==> src/rtl/vqncs_pkg.sv <==
package vqncs_pkg;

	// Default sizes of the block.
	localparam int MAX_DIM_DEF     = 16;
	localparam int MAX_CODES_DEF   = 256;
	localparam int SAMPLE_BITS_DEF = 16;

	// Fixed field widths.
	localparam int OP_W       = 1;
	localparam int CODE_IN_W  = 8;
	localparam int ELEM_IN_W  = 4;
	localparam int IDX_W      = 8;
	localparam int DIST_W     = 36;
	localparam int DIM_REG_W  = 5;
	localparam int SIZE_REG_W = 9;

	// Configuration port.
	localparam int APB_ADDR_W = 3;
	localparam int APB_DATA_W = 32;
	localparam int REG_SEL_W  = 1;

	localparam logic [REG_SEL_W-1:0] REG_DIM  = 1'b0;
	localparam logic [REG_SEL_W-1:0] REG_SIZE = 1'b1;

	// Opcodes of an input beat.
	localparam logic [OP_W-1:0] OP_LOAD   = 1'b0;
	localparam logic [OP_W-1:0] OP_SAMPLE = 1'b1;

	// Commands from the controller to the datapath.
	typedef struct packed {
		logic accept;      // input beat taken this cycle
		logic issue;       // read one element pair of the search
		logic first_elem;  // issued element opens a codeword
		logic last_elem;   // issued element closes a codeword
		logic first_code;  // issued element belongs to codeword zero
		logic publish;     // load the result register
	} ctl_cmd_t;

	// Status from the datapath to the controller.
	typedef struct packed {
		logic busy;        // elements still in the distance pipeline
		logic out_free;    // result register can take a new result
	} dp_status_t;

endpackage

==> src/rtl/vqncs_ctrl.sv <==
module vqncs_ctrl #(
	parameter int MAX_DIM   = vqncs_pkg::MAX_DIM_DEF,
	parameter int MAX_CODES = vqncs_pkg::MAX_CODES_DEF,
	localparam int CODE_W   = $clog2(MAX_CODES),
	localparam int DIM_W    = (MAX_DIM > 1) ? $clog2(MAX_DIM) : 1
) (
	input  logic                                clk,
	input  logic                                arst_n,
	input  logic                                in_valid,
	output logic                                in_stall,
	input  logic [vqncs_pkg::OP_W-1:0]          opcode,
	input  logic [vqncs_pkg::ELEM_IN_W-1:0]     element_index,
	input  logic [vqncs_pkg::DIM_REG_W-1:0]     cfg_dim,
	input  logic [vqncs_pkg::SIZE_REG_W-1:0]    cfg_size,
	input  vqncs_pkg::dp_status_t               status,
	output vqncs_pkg::ctl_cmd_t                 cmd,
	output logic [CODE_W-1:0]                   code,
	output logic [DIM_W-1:0]                    elem
);

	localparam int DIMC_W  = $clog2(MAX_DIM + 1);
	localparam int CODEC_W = $clog2(MAX_CODES + 1);

	localparam logic [1:0] ST_IDLE   = 2'd0;
	localparam logic [1:0] ST_SEARCH = 2'd1;
	localparam logic [1:0] ST_DRAIN  = 2'd2;

	logic [1:0]         state_q;
	logic [CODE_W-1:0]  code_q;
	logic [DIM_W-1:0]   elem_q;
	logic [DIMC_W-1:0]  dim_eff;
	logic [CODEC_W-1:0] codes_eff;
	logic               accept;
	logic               start;
	logic               last_elem;
	logic               last_code;

	// Out-of-range register values are clamped into the supported range.
	always_comb begin
		if (cfg_dim == '0) begin
			dim_eff = DIMC_W'(1);
		end else if (int'(cfg_dim) > MAX_DIM) begin
			dim_eff = DIMC_W'(MAX_DIM);
		end else begin
			dim_eff = DIMC_W'(cfg_dim);
		end
		if (cfg_size == '0) begin
			codes_eff = CODEC_W'(1);
		end else if (int'(cfg_size) > MAX_CODES) begin
			codes_eff = CODEC_W'(MAX_CODES);
		end else begin
			codes_eff = CODEC_W'(cfg_size);
		end
	end

	assign in_stall  = (state_q != ST_IDLE);
	assign accept    = in_valid && !in_stall;
	assign start     = accept && (opcode == vqncs_pkg::OP_SAMPLE) &&
		(int'(element_index) == int'(dim_eff) - 1);
	assign last_elem = (elem_q == DIM_W'(dim_eff - 1'b1));
	assign last_code = (code_q == CODE_W'(codes_eff - 1'b1));

	always_comb begin
		cmd            = '0;
		cmd.accept     = accept;
		cmd.issue      = (state_q == ST_SEARCH);
		cmd.first_elem = (elem_q == '0);
		cmd.last_elem  = last_elem;
		cmd.first_code = (code_q == '0);
		cmd.publish    = (state_q == ST_DRAIN) && !status.busy && status.out_free;
	end

	assign code = code_q;
	assign elem = elem_q;

	always_ff @(posedge clk or negedge arst_n) begin
		if (!arst_n) begin
			state_q <= ST_IDLE;
			code_q  <= '0;
			elem_q  <= '0;
		end else begin
			unique case (state_q)
				ST_IDLE: begin
					if (start) begin
						code_q  <= '0;
						elem_q  <= '0;
						state_q <= ST_SEARCH;
					end
				end
				ST_SEARCH: begin
					if (last_elem) begin
						elem_q <= '0;
						if (last_code) begin
							state_q <= ST_DRAIN;
						end else begin
							code_q <= code_q + 1'b1;
						end
					end else begin
						elem_q <= elem_q + 1'b1;
					end
				end
				ST_DRAIN: begin
					if (cmd.publish) begin
						state_q <= ST_IDLE;
					end
				end
				default: begin
					state_q <= ST_IDLE;
				end
			endcase
		end
	end

endmodule

==> config.mk <==
export PLATFORM = sky130hd
export DESIGN_NAME = vqncs_ctrl
export DESIGN_NICKNAME = d
export VERILOG_FILES = /design/src/rtl/vqncs_pkg.sv /design/src/rtl/vqncs_ctrl.sv
export SDC_FILE = /design/constraint.sdc
export NUM_CORES = 1
export LEC_CHECK = 0
export ABC_CLOCK_PERIOD_IN_PS = 7050
export BUFFER_PORTS_ARGS = -buffer_cell sky130_fd_sc_hd__clkbuf_2
export CAP_MARGIN = 20
export CORE_MARGIN = 2
export CORE_UTILIZATION = 42
export DETAILED_ROUTE_END_ITERATION = 8
export GPL_ROUTABILITY_DRIVEN = 0
export PLACE_DENSITY = 0.74
export SYNTH_ARGS = -nofsm -noshare
export SYNTH_HDL_FRONTEND = slang
export SYNTH_SLANG_ARGS = --single-unit
==> constraint.sdc <==
create_clock -name clk -period 7.05 [get_ports clk]
set_input_delay 0.705 -clock clk [delete_from_list [all_inputs] [get_ports clk]]
set_output_delay 0.705 -clock clk [all_outputs]
set_load 0.01 [all_outputs]
==> metrics.md <==
| Metric | Value |
|---|---|
| R2R depth | 7 |
| Detail Route Antenna Nets | 0 |
| Root Driver | clkbuf_4 |
| Critical path class | input port to flop |
| Cell variety after synth | 54 |
| Die ar. | 3970 um^2 |
| Core ar. | 3340 um^2 |
| H-tree depth | 1 |
| Worst Hold Slack | 323 ps |
| Fin util | 0.517 |
| Number of global-route vias before repair | 1,333 |
| Register area share after synthesis | 0.240 |
| Clock Skew | 4.92 ps |
| Final Cycle Share | 0.501 |
| Static leakage | 0.782 nW |
| Final Critical Period | 3530 ps |
| Die Height | 63.0 um |
| R2R Setup Slk | 4420 ps |
| Outcome | complete, no violations |
| Max Buffers Root-to-Sink | 2 |
| HP Class | input port to async pin |
| EDFF count, synth | 0 |
| HPWL after DPL | 2.67 mm |
| Cell row count | 21 |
| Total Routing Usage GR | 0.187 |
| Critical R2R Launch | state_q[0] |
| Psw | 0.193 mW |
| Critical Path Stages | 11 |
| Slowest stage delay, CP | 630 ps |
| Synthesized area per cell | 8.35 um^2 |
| Critical path fanouts, max | 10 |
| Drt wl/cell | 13.3 um |
| Async SR Flop Fraction | 1.00 |
| Clk pwr share | 0.135 |
| PwrDens | 257 nW/um^2 |
| RSZ-0062 raised after global routing | no |
| Commonest non-fill, non-tap cell in the layout | clkbuf_2 |
| Final Hold Vio Count | 0 |
| Worst setup path end | code[0] |
| DR vias/cell | 5.50 |
| Slew HR | 0.597 |
| DRT Pass-1 Iters | 4 |
| Crit path DAT | 3710 ps |
| Nets@finish | 243 |
| Combinational share of power | 0.515 |
| Num CTS Buffers | 3 |
| Clock slew seen by the registers of the worst setup and hold paths | 90 ps |
| CP cell instances | clkbuf_2, or4_1, a2bb2oi_1, ha_1, nand3b_1, o41ai_1, a221oi_1, nand3_1, nor4_2, or3_4, mux2_4 |
| Initial antenna violation count | 0 |
| Fin Setup TNS | 0 ps |
| Vias post-DR | 1,418 |
| P&R area growth vs syn | 18.0% |
| Synthesized area | 1460 um^2 |
| Grt ovf | 0 |
| Crit. End Element | flop |
| Hold Buf Count CTS | 0 |
| FMAX | 0.283 GHz |
| IO Count | 43 |
| Power Internal | 0.250 mW |
| Commonest cells after routing, fill and taps aside | 42 x clkbuf_2, 17 x nand2_1, 14 x dfrtp_1 |
| Switching share of total power | 0.436 |
| Syn Nets | 205 |
| Buf/Inv on CP | 1 |
| Share of layout cells above drive strength 1 | 0.264 |
| CP Data Required Time | 7220 ps |
| Post-synth top flop | dfrtp_1 |
| Setup Viol. Count Final | 0 |
| # Post-CTS Setup Buffers | 0 |
| Skew-Pair Late Insertion Delay | 280 ps |
| Post-Synthesis Cells | 175 |
| Crit start category | input port |
| Max-cap violation count | 0 |
| Initial DRC count | 126 |
| Largest net degree at the start of global routing | 16 |
| Sequential Power Share | 0.350 |
| Slowest stage cell, crit path | or4_1 |
| Overall routed net length | 3.44 mm |
| Worst slew pin tran | 599 ps |
| Synth Register Bits | 14 |
| CP startpoint | cfg_size[3] |
| Post-Layout Cell Count | 258 |
| CTS-repair resized insts | 0 |
| Initial Util | 0.438 |
| Drc violations | 0 |
| Final worst slack | 3520 ps |
| Cells after DPL | 254 |
| CTS tree | yes |
| Width of the die | 63.0 um |
| First-pass GRT wire length | 6.15 mm |
| Buffers on Ports | 42 |
| Max IR drop VDD | 0.167 mV |
| Synth Warn # | 0 |
| Clock Sinks | 14 |
| Dpl ws | 3250 ps |
| FF-to-FF End | code[0] |
| # diodes | 0 |
| Final Max Slew Viols | 0 |
| CP top delay family | simple AND/OR/NAND/NOR gates |
[routing by layer]
layer | share of wire | vias up | global-route usage | wire, um
met5 | 0 | - | 0 | 0
met3 | 0.039 | 2 | 0.0162 | 134
met1 | 0.49 | 658 | 0.269 | 1680
li1 | - | 725 | - | -
met2 | 0.47 | 33 | 0.293 | 1620
met4 | 0.0032 | 0 | 0.0611 | 11
[how the worst min path moves through the flow]
stage | slack, ps | startpoint | endpoint | cells after the start
after CTS | 320 | arst_n | code[7] | 1
after detailed placement | 580 | elem[2] | elem[2] | 1
after global placement | 570 | elem[2] | elem[2] | 1
after floorplan | 410 | arst_n | code[0] | 0
after global routing | 330 | arst_n | code[6] | 1
final | 320 | arst_n | code[7] | 1
[cell usage after synthesis (3+ instances only)]
cell type | n | share of area
ha_1 | 6 | 0.051
mux2i_1 | 6 | 0.041
nand3_1 | 6 | 0.021
inv_1 | 12 | 0.031
xnor2_1 | 12 | 0.072
nor4_1 | 6 | 0.026
nand2b_1 | 6 | 0.026
nor3_1 | 5 | 0.017
nand2_1 | 17 | 0.044
xor2_1 | 6 | 0.036
or4_1 | 3 | 0.015
dfrtp_1 | 14 | 0.24
clkbuf_1 | 7 | 0.018
nor2_1 | 7 | 0.018
o21ai_0 | 5 | 0.017
a21oi_1 | 6 | 0.021
[power by group through the flow]
stage / logic (mW) / clock network [mW] / registers, mW
finish: 0.228 / 0.0600 / 0.155
global placement: 0.225 / 0 / 0.154
floorplan: 0.167 / 0 / 0.150
global route: 0.256 / 0.0662 / 0.162
detailed placement: 0.229 / 0 / 0.156
CTS: 0.230 / 0.0620 / 0.154
[state kept, by name, indices dropped and copies added, names as in the netlist]
register,cells
code,8
elem,4
state_q,2
[final cells by class]
type | instances | area (um^2)
Fill cell | 326 | 1610
Sequential cell | 14 | 350
Clock buffer | 4 | 36.3
Multi-Input combinational cell | 140 | 1020
Inverter | 12 | 45.0
Tap cell | 46 | 57.6
Timing Repair Buffer | 42 | 210
[through the flow]
step / instance area, um^2 / power, mW
4_1_cts: 1720 / 0.446
3_3_place_gp: 1690 / 0.380
3_5_place_dp: 1690 / 0.385
6_report: 1720 / 0.443
2_1_floorplan: 1460 / 0.317
5_1_grt: 1720 / 0.483
[kinds of logic (layout without fill, tap and decap cells)]
| family | count (synthesis) | count (layout) | share of synthesized area |
|---|---|---|---|
| muxes | 8 | 8 | 0.0591 |
| xor gates and xnor gates | 18 | 18 | 0.108 |
| DFF | 14 | 14 | 0.240 |
| AOI/OAI and AO/OA | 34 | 34 | 0.178 |
| and+or+nand+nor | 74 | 74 | 0.305 |
| adders and majority gates | 6 | 6 | 0.0514 |
| buffers and inverters | 21 | 58 | 0.0591 |
Note: power is estimated with default switching activity, not from simulation.
